==> config.mk <==
export PLATFORM = sky130hd
export DESIGN_NAME = glob_wildcard_matcher
export DESIGN_NICKNAME = d
export VERILOG_FILES = /design/src/rtl/gwm_pkg.sv /design/src/rtl/gwm_cell.sv /design/src/rtl/gwm_chain.sv /design/src/rtl/glob_wildcard_matcher.sv
export SDC_FILE = /design/constraint.sdc
export NUM_CORES = 2
export LEC_CHECK = 0
export BUFFER_PORTS_ARGS = -buffer_cell sky130_fd_sc_hd__buf_2
export CAP_MARGIN = 30
export CORE_AREA = 2 2 381 383
export CTS_BUF_LIST = sky130_fd_sc_hd__clkbuf_4
export CTS_CLUSTER_SIZE = 16
export DETAILED_ROUTE_END_ITERATION = 7
export DIE_AREA = 0 0 383 385
export PLACE_DENSITY = 0.57
export REMOVE_ABC_BUFFERS = 1
export SLEW_MARGIN = 5
export SYNTH_ARGS = -nofsm -noshare
export SYNTH_HDL_FRONTEND = slang
export SYNTH_SLANG_ARGS = --single-unit
==> constraint.sdc <==
create_clock -name clock -period 12.9 [get_ports clock]
set_clock_uncertainty 0.2 [all_clocks]
set_input_delay 1.29 -clock clock [delete_from_list [all_inputs] [get_ports clock]]
set_output_delay 1.29 -clock clock [all_outputs]
set_load 0.005 [all_outputs]
==> src/rtl/gwm_pkg.sv <==
// types and constants of the glob wildcard matcher
package gwm_pkg;

   // item kinds carried in tuser
   localparam logic [1:0] KIND_CLEAR   = 2'd0;
   localparam logic [1:0] KIND_APPEND  = 2'd1;
   localparam logic [1:0] KIND_SUBJECT = 2'd2;
   localparam logic [1:0] KIND_END     = 2'd3;

   // pattern characters
   localparam logic [7:0] CH_CARET = 8'h5E;
   localparam logic [7:0] CH_OPEN  = 8'h5B;
   localparam logic [7:0] CH_QUERY = 8'h3F;
   localparam logic [7:0] CH_STAR  = 8'h2A;
   localparam logic [7:0] CH_DASH  = 8'h2D;
   localparam logic [7:0] CH_CLOSE = 8'h5D;

   // class parser states
   typedef enum logic [3:0] {
      PS_TOP   = 4'b0001,
      PS_OPEN  = 4'b0010,
      PS_CARET = 4'b0100,
      PS_BODY  = 4'b1000
   } gwm_ps_type;

   // role of one stored pattern byte inside a bracket class
   typedef struct packed {
      logic caret;
      logic body;
      logic start;
      logic skipnext;
      logic close;
      logic neg;
   } gwm_flags_type;

   // write controls for one cell
   typedef struct packed {
      logic          wr_en;
      logic [7:0]    wr_byte;
      gwm_flags_type wr_flags;
      logic          fin_en;
      logic          fin_start;
      logic          skp_en;
   } gwm_cell_ctl_type;

   // per-cell status toward the chains
   typedef struct packed {
      logic star;
      logic open;
      logic adv;
      logic cls_prop;
      logic body;
      logic hit;
      logic close;
      logic neg;
   } gwm_cell_out_type;

endpackage

==> src/rtl/gwm_cell.sv <==
// one pattern cell: stored byte, class role and local match logic
module gwm_cell (
   input  logic                      clock,
   input  gwm_pkg::gwm_cell_ctl_type ctl,
   input  logic [7:0]                subj_byte,
   input  logic [7:0]                hi_byte,
   output logic [7:0]                pat_byte,
   output gwm_pkg::gwm_cell_out_type st
);

   logic [7:0]             byte_ff, byte_in;
   gwm_pkg::gwm_flags_type flags_ff, flags_in;

   // load a new byte or finish its class role later
   always_comb begin
      byte_in  = byte_ff;
      flags_in = flags_ff;
      if (ctl.wr_en) begin
         byte_in  = ctl.wr_byte;
         flags_in = ctl.wr_flags;
      end else begin
         if (ctl.fin_en) begin
            flags_in.start = ctl.fin_start;
         end
         if (ctl.skp_en) begin
            flags_in.skipnext = 1'b1;
         end
      end
   end

   always_ff @(posedge clock) begin
      byte_ff  <= byte_in;
      flags_ff <= flags_in;
   end

   // local match terms
   always_comb begin
      st.star     = (byte_ff == gwm_pkg::CH_STAR);
      st.open     = (byte_ff == gwm_pkg::CH_OPEN);
      st.adv      = (byte_ff == gwm_pkg::CH_QUERY) ||
                    ((byte_ff == subj_byte) && (byte_ff != gwm_pkg::CH_STAR) &&
                     (byte_ff != gwm_pkg::CH_OPEN));
      st.cls_prop = flags_ff.caret | flags_ff.body;
      st.body     = flags_ff.body;
      st.hit      = flags_ff.start &&
                    ((byte_ff == subj_byte) ||
                     (flags_ff.skipnext && (byte_ff <= subj_byte) && (subj_byte <= hi_byte)));
      st.close    = flags_ff.close;
      st.neg      = flags_ff.neg;
   end

   assign pat_byte = byte_ff;

endmodule

==> src/rtl/gwm_chain.sv <==
// carry-style prefix chain: carry into each bit from generate and propagate
module gwm_chain #(
   parameter int W = 64
) (
   input  logic [W-1:0] gen,
   input  logic [W-1:0] prop,
   output logic [W-1:0] cin
);

   logic [W-1:0] opa, opb, sum;

   // a carry enters bit k+1 when bit k generates, or propagates an incoming one
   assign opa = gen;
   assign opb = prop | gen;
   assign sum = opa + opb;
   assign cin = sum ^ opa ^ opb;

endmodule

==> src/rtl/glob_wildcard_matcher.sv <==
// Glob wildcard matcher: a pattern of literals, '?', '*' and bracket classes is loaded a
// byte per beat, then subject bytes run through a row of PAT_LEN cells that hold the
// live pattern positions. Every kind of item is taken at one beat per cycle with no
// stall of its own; the block only waits when its result register is full and not
// taken. An end-of-subject beat gives its result in the cycle after acceptance. The cycle
// time is set by the star closure chain across all positions feeding the two class
// chains and the position update. No clearing pass runs after reset.
module glob_wildcard_matcher #(
   parameter int PAT_LEN = 64
) (
   input  logic        clock,
   input  logic        reset,
   input  logic        req_tvalid,
   output logic        req_tready,
   input  logic [15:0] req_tdata,   // [7:0] pattern_byte, [15:8] subject_byte
   input  logic [1:0]  req_tuser,   // [1:0] kind
   output logic        rsp_tvalid,
   input  logic        rsp_tready,
   output logic [7:0]  rsp_tdata    // [0] matched, [1] pattern_too_long, [7:2] zero
);

   localparam int N  = PAT_LEN;
   localparam int LW = $clog2(PAT_LEN + 1);

   logic [LW-1:0]       len_ff, len_in;
   logic                ovf_ff, ovf_in;
   logic [N:0]          act_ff, act_in;
   gwm_pkg::gwm_ps_type ps_ff, ps_in;
   logic                neg_ff, neg_in;
   logic                pend_ff, pend_in;
   logic                rsp_vld_ff, rsp_vld_in;
   logic [1:0]          rsp_dat_ff, rsp_dat_in;

   logic       acc;
   logic [1:0] kind;
   logic [7:0] pb, sb;
   logic       store, skip;
   gwm_pkg::gwm_flags_type new_flags;

   logic [7:0]                 cell_byte [N];
   gwm_pkg::gwm_cell_out_type  cst [N];
   logic [N-1:0] valid, sv, aa_gen, aa_prop, hit_gen, hit_prop, aa_c, hit_c, adv, fire;
   logic [N:0]   cl_gen, cl_prop, cl_c, cl, nxt;
   logic         m;

   // input beat decode
   assign req_tready = !rsp_vld_ff || rsp_tready;
   assign acc        = req_tvalid && req_tready;
   assign kind       = req_tuser;
   assign pb         = req_tdata[7:0];
   assign sb         = req_tdata[15:8];
   assign store      = acc && (kind == gwm_pkg::KIND_APPEND) && (pb != 8'd0) &&
                       (int'(len_ff) < N);
   assign skip       = pend_ff && (pb != gwm_pkg::CH_CLOSE);

   // class parser: role of the byte being stored
   always_comb begin
      new_flags = '0;
      ps_in     = ps_ff;
      neg_in    = neg_ff;
      pend_in   = pend_ff;
      unique case (ps_ff)
         gwm_pkg::PS_TOP: begin
            if (pb == gwm_pkg::CH_OPEN) begin
               ps_in  = gwm_pkg::PS_OPEN;
               neg_in = 1'b0;
            end
         end
         gwm_pkg::PS_OPEN: begin
            if (pb == gwm_pkg::CH_CARET) begin
               new_flags.caret = 1'b1;
               neg_in          = 1'b1;
               ps_in           = gwm_pkg::PS_CARET;
            end else begin
               new_flags.body  = 1'b1;
               new_flags.start = 1'b1;
               pend_in         = 1'b0;
               ps_in           = gwm_pkg::PS_BODY;
            end
         end
         gwm_pkg::PS_CARET: begin
            new_flags.body  = 1'b1;
            new_flags.start = 1'b1;
            pend_in         = 1'b0;
            ps_in           = gwm_pkg::PS_BODY;
         end
         gwm_pkg::PS_BODY: begin
            if (pb == gwm_pkg::CH_CLOSE) begin
               new_flags.close = 1'b1;
               new_flags.neg   = neg_ff;
               ps_in           = gwm_pkg::PS_TOP;
            end else begin
               new_flags.body = 1'b1;
               pend_in        = (pb == gwm_pkg::CH_DASH) && !skip;
            end
         end
         default: begin
            ps_in = gwm_pkg::PS_TOP;
         end
      endcase
   end

   // row of pattern cells
   for (genvar k = 0; k < N; k++) begin : g_cell
      gwm_pkg::gwm_cell_ctl_type ctl;
      logic [7:0]                hi;

      always_comb begin
         ctl.wr_en     = store && (int'(len_ff) == k);
         ctl.wr_byte   = pb;
         ctl.wr_flags  = new_flags;
         ctl.fin_en    = store && (ps_ff == gwm_pkg::PS_BODY) && (int'(len_ff) == k + 1);
         ctl.fin_start = !skip;
         ctl.skp_en    = store && (ps_ff == gwm_pkg::PS_BODY) && skip &&
                         (int'(len_ff) == k + 2);
      end

      if (k + 2 < N) begin : g_hi
         assign hi = cell_byte[k+2];
      end else begin : g_nohi
         assign hi = 8'd0;
      end

      gwm_cell u_cell (
         .clock     (clock),
         .ctl       (ctl),
         .subj_byte (sb),
         .hi_byte   (hi),
         .pat_byte  (cell_byte[k]),
         .st        (cst[k])
      );

      assign valid[k]    = int'(len_ff) > k;
      assign sv[k]       = valid[k] && cst[k].star;
      assign aa_prop[k]  = valid[k] && cst[k].cls_prop;
      assign hit_gen[k]  = valid[k] && cst[k].body && cst[k].hit;
      assign hit_prop[k] = valid[k] && cst[k].body;
      assign aa_gen[k]   = valid[k] && cl[k] && cst[k].open;
      assign adv[k]      = valid[k] && cl[k] && cst[k].adv;
      assign fire[k]     = valid[k] && cst[k].close && aa_c[k] && (hit_c[k] ^ cst[k].neg);
   end

   // star closure of the live set
   assign cl_prop = {1'b0, sv};
   assign cl_gen  = act_ff & cl_prop;

   gwm_chain #(.W(N + 1)) u_star (
      .gen  (cl_gen),
      .prop (cl_prop),
      .cin  (cl_c)
   );

   assign cl = act_ff | cl_c;

   // live open bracket carried to its closing bracket
   gwm_chain #(.W(N)) u_open (
      .gen  (aa_gen),
      .prop (aa_prop),
      .cin  (aa_c)
   );

   // any member hit carried to the closing bracket
   gwm_chain #(.W(N)) u_hit (
      .gen  (hit_gen),
      .prop (hit_prop),
      .cin  (hit_c)
   );

   // next live set: stars stay, matches step to the neighbor, classes jump past ']'
   assign nxt[0] = cl[0] && sv[0];
   for (genvar i = 1; i < N; i++) begin : g_nxt
      assign nxt[i] = (cl[i] && sv[i]) || adv[i-1] || fire[i-1];
   end
   assign nxt[N] = adv[N-1] || fire[N-1];

   assign m = cl[len_ff] && !ovf_ff;

   // pattern and tracking state
   always_comb begin
      len_in     = len_ff;
      ovf_in     = ovf_ff;
      act_in     = act_ff;
      rsp_vld_in = rsp_vld_ff && !rsp_tready;
      rsp_dat_in = rsp_dat_ff;
      if (acc) begin
         unique case (kind)
            gwm_pkg::KIND_CLEAR: begin
               len_in = '0;
               ovf_in = 1'b0;
               act_in = (N + 1)'(1);
            end
            gwm_pkg::KIND_APPEND: begin
               if (store) begin
                  len_in = len_ff + LW'(1);
               end else if (pb != 8'd0) begin
                  ovf_in = 1'b1;
               end
               act_in = (N + 1)'(1);
            end
            gwm_pkg::KIND_SUBJECT: begin
               act_in = nxt;
            end
            gwm_pkg::KIND_END: begin
               act_in     = (N + 1)'(1);
               rsp_vld_in = 1'b1;
               rsp_dat_in = {ovf_ff, m};
            end
            default: begin
               act_in = act_ff;
            end
         endcase
      end
   end

   always_ff @(posedge clock) begin
      if (reset) begin
         len_ff     <= '0;
         ovf_ff     <= 1'b0;
         act_ff     <= (N + 1)'(1);
         ps_ff      <= gwm_pkg::PS_TOP;
         neg_ff     <= 1'b0;
         pend_ff    <= 1'b0;
         rsp_vld_ff <= 1'b0;
      end else begin
         len_ff     <= len_in;
         ovf_ff     <= ovf_in;
         act_ff     <= act_in;
         rsp_vld_ff <= rsp_vld_in;
         if (acc && (kind == gwm_pkg::KIND_CLEAR)) begin
            ps_ff   <= gwm_pkg::PS_TOP;
            neg_ff  <= 1'b0;
            pend_ff <= 1'b0;
         end else if (store) begin
            ps_ff   <= ps_in;
            neg_ff  <= neg_in;
            pend_ff <= pend_in;
         end
      end
   end

   // result register
   always_ff @(posedge clock) begin
      rsp_dat_ff <= rsp_dat_in;
   end

   assign rsp_tvalid = rsp_vld_ff;
   assign rsp_tdata  = {6'd0, rsp_dat_ff};

endmodule

Word level (Yosys, flattened, before mapping)

Index checks and enable logic that the tools add are counted.

Input port bits: 22
Flip-flop bits (word level): 978
Logic and storage cells: 3,046
Output and inout bits: 10

Eq/ne operators: 469
Reduce and logical (&&, ||, !) cells: 1,565
Bitwise operators: 139
$add $sub $neg: 4
Order comparisons: 193
Mux-type cells: 220

Operators by type and width:

| operator                                                      | count |
|---|---|
| logical AND 1 bit                                             | 1,227 |
| equality test 8 x 6 -> 1 bit, second input constant           | 129 |
| <= comparator 8 bit                                           | 126 |
| equality test 8 x 7 -> 1 bit, second input constant           | 67 |
| != test 8 x 7 -> 1 bit, second input constant                 | 65 |
| equality test 8 bit                                           | 64 |
| != test 8 x 6 -> 1 bit, second input constant                 | 64 |
| logical OR 1 bit                                              | 256 |
| bitwise XOR 64 bit                                            | 4 |
| equality test 7 bit, second input constant                    | 34 |
| greater-than comparator 7 x 6 -> 1 bit, second input constant | 32 |
| 2-to-1 mux 1 bit                                              | 140 |
| 2-to-1 mux 2 bit                                              | 67 |
| nonzero test 2 bit                                            | 66 |
| case mux 65 bit (2 select lines)                              | 1 |
| bitwise XOR 65 bit                                            | 2 |
| adder 64 bit                                                  | 2 |
| OR 64 bit                                                     | 2 |
| equality test 7 x 6 -> 1 bit, second input constant           | 16 |
| greater-than comparator 7 x 5 -> 1 bit, second input constant | 16 |
| adder 65 bit                                                  | 1 |
| bitwise AND 65 x 64 -> 65 bit                                 | 1 |
| OR 64 x 65 -> 65 bit                                          | 1 |
| OR 65 bit                                                     | 1 |
| other kinds (39)                                              | 206 |

Depth between registers and ports, before layout

Depth after elaboration: 18
Depth in mapped cells: 33

By module

From an unflattened synthesis, not the netlist that was laid out.

Cell total of the unflattened synthesis: 8,630
Area total of the unflattened synthesis: 79,742.7 µm²

By module, submodules not included:

| module                 | area each (µm²) | sequential area each (µm²) | times used | cells an instance |
|---|---|---|---|---|
| gwm_cell               | 958.4           | 420.4                      | 64         | 91 |
| glob_wildcard_matcher  | 10,593.9        | 1,661.6                    | 1          | 1,582 |
| gwm_chain at u_hit ... | 2,696.3         | 0.0                        | 2          | 423 |
| gwm_chain at u_star    | 2,417.3         | 0.0                        | 1          | 378 |

Worst setup path after synthesis

OpenSTA, ideal clock, no wires.

Path type: flip-flop to flip-flop
Start: register len_ff[1]
End: register act_ff[63]
Cell stages (with the launch flop): 31
Path slack: 5.702 ns
Required time: 12.604 ns
Arrival: 6.902 ns
Cells stage by stage: dfxtp_1 clkbuf_1 buf_2 buf_2 buf_2 inv_2 buf_1 clkbuf_1 ha_1 o21ba_2 or3_1 buf_2 nand2_1 nor2_1 ha_1 a311o_1 a31oi_1 o32ai_1 a211o_1 a211o_1 and3_4 or4b_4 or4_1 a21oi_2 nor2_2 o31ai_4 a211o_2 a31oi_2 o21ai_2 a41oi_1 o41ai_2

Word-level cells in the longest chain between the ends: 18

Ends and longest elaborated chain:

| element                                                        | line                                                       | text |
|---|---|---|
| from (decl)                                                    | glob_wildcard_matcher.sv:25                                | `logic [LW-1:0] len_ff, len_in;` |
| from (signal assigned)                                         | glob_wildcard_matcher.sv:225                               | `len_ff <= len_in;` |
| greater-than comparator 7 x 1 -> 1 bit (tied with other cells) | glob_wildcard_matcher.sv:133                               | `assign valid[k] = int'(len_ff) > k;` |
| logical AND 1 bit                                              | glob_wildcard_matcher.sv:134                               | `assign sv[k] = valid[k] && cst[k].star;` |
| bitwise AND 65 x 64 -> 65 bit                                  | glob_wildcard_matcher.sv:145                               | `assign cl_gen = act_ff & cl_prop;` |
| OR 64 x 65 -> 65 bit                                           | gwm_chain.sv:14                                            | `assign opb = prop \| gen;` |
| adder 65 bit                                                   | gwm_chain.sv:15                                            | `assign sum = opa + opb;` |
| bitwise XOR 65 bit (2 in a row)                                | gwm_chain.sv:16                                            | `assign cin = sum ^ opa ^ opb;` |
| OR 65 bit                                                      | glob_wildcard_matcher.sv:153                               | `assign cl = act_ff \| cl_c;` |
| logical AND 1 bit (on tied branches)                           | glob_wildcard_matcher.sv:138, glob_wildcard_matcher.sv:139 |  |
| logical AND 1 bit                                              | glob_wildcard_matcher.sv:138                               | `assign aa_gen[k] = valid[k] && cl[k] && cst[k].open;` |
| OR 64 bit                                                      | gwm_chain.sv:14                                            |  |
| adder 64 bit                                                   | gwm_chain.sv:15                                            |  |
| bitwise XOR 64 bit (2 in a row)                                | gwm_chain.sv:16                                            |  |
| logical AND 1 bit (2 in a row)                                 | glob_wildcard_matcher.sv:140                               | `assign fire[k] = valid[k] && cst[k].close && aa_c[k] && (hit_c[k] ^ cst[k].neg);` |
| logical OR 1 bit (*)                                           | glob_wildcard_matcher.sv:172                               | `assign nxt[i] = (cl[i] && sv[i]) \|\| adv[i-1] \|\| fire[i-1];` |
| case mux 65 bit (2 select lines) (*)                           | glob_wildcard_matcher.sv:186                               | `unique case (kind)` |
| to (signal assigned)                                           | glob_wildcard_matcher.sv:219                               | `act_ff <= (N + 1)'(1);` |
| to (signal assigned)                                           | glob_wildcard_matcher.sv:227                               | `act_ff <= act_in;` |
| to (decl)                                                      | glob_wildcard_matcher.sv:27                                | `logic [N:0] act_ff, act_in;` |

Every way passes the cells marked *; elsewhere a longest branch is shown, timed or not.
A chain may end at the register's enable or synchronous reset.

Worst setup path after layout

Start: register len_ff[0]
End: register rsp_dat_ff[0] (data pin)

Word-level cells in the longest chain between the ends: 11

Ends and longest elaborated chain:

| element                                                        | line                         | text |
|---|---|---|
| greater-than comparator 7 x 1 -> 1 bit (tied with other cells) | glob_wildcard_matcher.sv:133 |  |
| logical AND 1 bit                                              | glob_wildcard_matcher.sv:134 |  |
| bitwise AND 65 x 64 -> 65 bit                                  | glob_wildcard_matcher.sv:145 |  |
| OR 64 x 65 -> 65 bit                                           | gwm_chain.sv:14              |  |
| adder 65 bit                                                   | gwm_chain.sv:15              |  |
| bitwise XOR 65 bit (2 in a row)                                | gwm_chain.sv:16              |  |
| OR 65 bit                                                      | glob_wildcard_matcher.sv:153 |  |
| binary-select mux 1 bit (select 7 bit) (*)                     | glob_wildcard_matcher.sv:176 | `assign m = cl[len_ff] && !ovf_ff;` |
| 2-to-1 mux 1 bit (not written as such) (*)                     | glob_wildcard_matcher.sv:176 |  |
| logical AND 1 bit (*)                                          | glob_wildcard_matcher.sv:176 |  |
| named net m                                                    | glob_wildcard_matcher.sv:44  | `logic m;` |
| to (signal assigned)                                           | glob_wildcard_matcher.sv:243 | `rsp_dat_ff <= rsp_dat_in;` |
| to (decl)                                                      | glob_wildcard_matcher.sv:32  | `logic [1:0] rsp_dat_ff, rsp_dat_in;` |

The timed path passes the listed nets; every way through them passes the cells marked *. The select of a mux whose other input is x is not followed.

==> reports/metrics.cfg <==
[outcome]
run_status=finished clean

[grt]
grt_first_pass_wirelength_um=401700
grt_antenna_before_repair=18
grt_max_degree=60
grt.total_usage_pct=37.32
first_global_vias=58138
globalRouteOverflowTotal=0

[clocking]
path_clk_slew_ns=0.07
post_cts_resized=0
ctsLongestPathBuffers=4
cts-root-buf=sky130_fd_sc_hd__clkbuf_4
hold_fix_buffers_at_cts=0
cts_num_sinks=971
cts_tree=done
post_cts.repair.setup_buffers=0
htreeDepth=5
worst_skew_pair.late_latency_ns=1.35
cts_inserted_buffers=299

[worst_setup_path]
critPathCaptureType=register
crit_path_category=reg -> reg
cp-startpoint=len_ff[0]
r2r_start=len_ff[0]
critical_path_peak_fanout=33
critPathLaunchType=register
critPathRequiredTime_ns=13.70
crit_arrival_ns=10.23

[synthesis]
ys_ff_latch=971
mappedNetlistArea_sq_um=64140
post-synth-top-area-fraction_pct=38.76
post_synth_inst_count=6680
seq_area_frac_synth_pct=43.23
synth_edf_count=828
ys_types=111
synthArstFlopShare_pct=0
yosys-top-cells-area=sky130_fd_sc_hd__edfxtp_1 (39%), sky130_fd_sc_hd__ha_1 (10%), sky130_fd_sc_hd__dfxtp_1 (4.5%), sky130_fd_sc_hd__nor2_1 (4.1%), sky130_fd_sc_hd__a21oi_1 (3.3%)
yosys.area.top_type=sky130_fd_sc_hd__edfxtp_1
ys.flop_type=sky130_fd_sc_hd__edfxtp_1
synth_warnings=0
syn-mean-instance-area_sq_um=9.602

[floorplanning]
floorplan.initialDensity_pct=44.81
io-pin-count=32
chipHeight_um=385
die_width_um=383
design.die.area_sq_um=147500
coreArea_sq_um=143100
rows=139

[route]
routed_wl_um=282600
drt_first_iter_violations=7635
route.vias.total=61581
wire_per_inst_um=30.90
drt_first_pass_iters=6
drt.antenna.violating_nets=0
vias_per_cell=6.732
drc=0

[pwr]
ir_drop_uv=86.79
pwr_density_cell_nw_per_um2=96.53
cellLeakagePower_nw=25.24

[timing]
report.final.slew_viol_count=0
timing.final.setup_violations=0
worst_slew_margin_rel_pct=24.83
fmaxAchievable_mhz=106.0
hold_viol_final=0
setup_tns_ns=0
layout_min_cycle_time_ns=9.430
layout_worst_path_cycle_share_pct=73.10
final_hold_slack_ns=0.1564
tightestPinTransition_ns=1.112
rsz0062_at_grt=no

[worst_hold_path]
hold_path_startpoint=reset
min_path_type=in -> reg

[placement]
gp_routability_congestion=1.025
dp_hpwl_um=206100
io_buffers=25

[layout]
post_route_cells_drive_above_1_share_pct=11.79
nets=7559
fillers=13579
layout.cells.most_common_list=sky130_fd_sc_hd__edfxtp_1 (828), sky130_fd_sc_hd__nor2_1 (699), sky130_fd_sc_hd__ha_1 (518), sky130_fd_sc_hd__nand2_1 (480), sky130_fd_sc_hd__clkbuf_4 (423)
layout.cells.most_common=sky130_fd_sc_hd__edfxtp_1
area_growth_synth_to_finish_pct=11.37

[job]
max-cap-violations=0

cell type report:
| class | instances | area (sq um) | area share, % |
|---|---|---|---|
| Timing Repair Buffer | 229 | 1834 | 2.568 |
| Tap cell | 1903 | 2381 | 3.333 |
| Clock buffer | 422 | 3168 | 4.435 |
| Clock inverter | 96 | 516.7 | 0.7233 |
| Sequential cell | 971 | 27740 | 38.82 |
| Inverter | 264 | 999.7 | 1.399 |
| Multi-Input combinational cell | 5253 | 34780 | 48.69 |
| Antenna cell | 9 | 22.52 | 0.03153 |
Yosys cell counts (all sizes together), types with 56 or more instances:
library cell,instances
a211oi,56
a21o,62
a21oi,420
a31oi,99
and3,88
buf,56
clkbuf,141
dfxtp,143
edfxtp,828
ha,519
inv,264
mux2i,74
nand2,484
nand2b,104
nand3,226
nand4,242
nor2,708
nor2b,121
nor3,229
nor4,90
o211ai,72
o21a,109
o21ai,337
o22ai,87
o31ai,59
or3,87
state kept, by name (all words and copies together) (netlist names):
register                flops
g_cell.u_cell.pat_byte    512
g_cell.u_cell.st          189
g_cell.u_cell.flags_ff    188
act_ff                     65
len_ff                      7
ps_ff                       4
rsp_dat_ff                  2
neg_ff                      1
ovf_ff                      1
pend_ff                     1
rsp_tvalid                  1
final timing paths:
path / cells after the start / endpoint / slack [ns]
setup / recovery: 22 / rsp_dat_ff[0] / 3.47
hold / removal: 2 / act_ff[27] / 0.16
hold reg to reg: 2 / g_cell[25].u_cell.flags_ff[2] / 0.26
setup reg to reg: 22 / rsp_dat_ff[0] / 3.47
layer usage:
metal | track usage, % | wire, um
met5 | 0 | 72
met3 | 8.586 | 29090
met2 | 57.43 | 123200
met1 | 48.70 | 113300
met4 | 20.24 | 16980
worst max-delay path: stages (launching register included):
cell and delay (ns):
sky130_fd_sc_hd__dfxtp_2 0.57, sky130_fd_sc_hd__buf_4 0.56, sky130_fd_sc_hd__inv_1 0.46, sky130_fd_sc_hd__ha_1 0.35, sky130_fd_sc_hd__buf_4 0.25, sky130_fd_sc_hd__nor2b_1 0.26
sky130_fd_sc_hd__o21ai_1 0.75, sky130_fd_sc_hd__nand2_1 0.25, sky130_fd_sc_hd__o31a_1 0.36, sky130_fd_sc_hd__nor4_1 0.35, sky130_fd_sc_hd__o21ai_0 0.35, sky130_fd_sc_hd__a211oi_1 0.97
sky130_fd_sc_hd__o31ai_1 0.35, sky130_fd_sc_hd__nor2b_1 0.23, sky130_fd_sc_hd__o41ai_1 0.73, sky130_fd_sc_hd__and2_1 0.37, sky130_fd_sc_hd__a21oi_1 0.11, sky130_fd_sc_hd__o21bai_1 0.32
sky130_fd_sc_hd__nand2_1 0.22, sky130_fd_sc_hd__o31a_1 0.34, sky130_fd_sc_hd__a21oi_1 0.16, sky130_fd_sc_hd__nor3_1 0.12, sky130_fd_sc_hd__o21ai_0 0.50
through the flow:
| step | worst slack (ns) | utilization (%) | instance area [sq um] | total power [mW] | std cells |
|---|---|---|---|---|---|
| floorplan | 5.681 | - | 63360 | 3.650 | 6488 |
| global placement | 3.668 | 46.90 | 67130 | 3.864 | 8561 |
| detailed placement | 3.649 | 47.30 | 67710 | 3.874 | 8616 |
| CTS | 4.005 | 49.88 | 71390 | 6.926 | 9134 |
| global route | 3.662 | 49.90 | 71430 | 7.128 | 9142 |
| finish | 3.470 | 49.91 | 71440 | 6.896 | 9147 |
logic make-up after synthesis:
kind of cell / Yosys count / share of synthesized area (%)
xor+xnor: 67 / 0.9148
buf+inv: 461 / 2.801
simple gates: 2782 / 22.68
flops: 971 / 43.23
mux: 84 / 1.488
other cells: 1 / 0.005846
compound gates: 1795 / 18.76
fa+ha+maj: 519 / 10.12
power breakdown:
group / internal [mW] / total [mW] / switching, mW
Combinational: 0.113 / 0.429 / 0.315
Sequential: 3.39 / 3.39 / 0.00509
Clock: 1.61 / 3.08 / 1.47
Total: 5.11 / 6.90 / 1.79
Note: power is estimated with default switching activity, not from simulation.
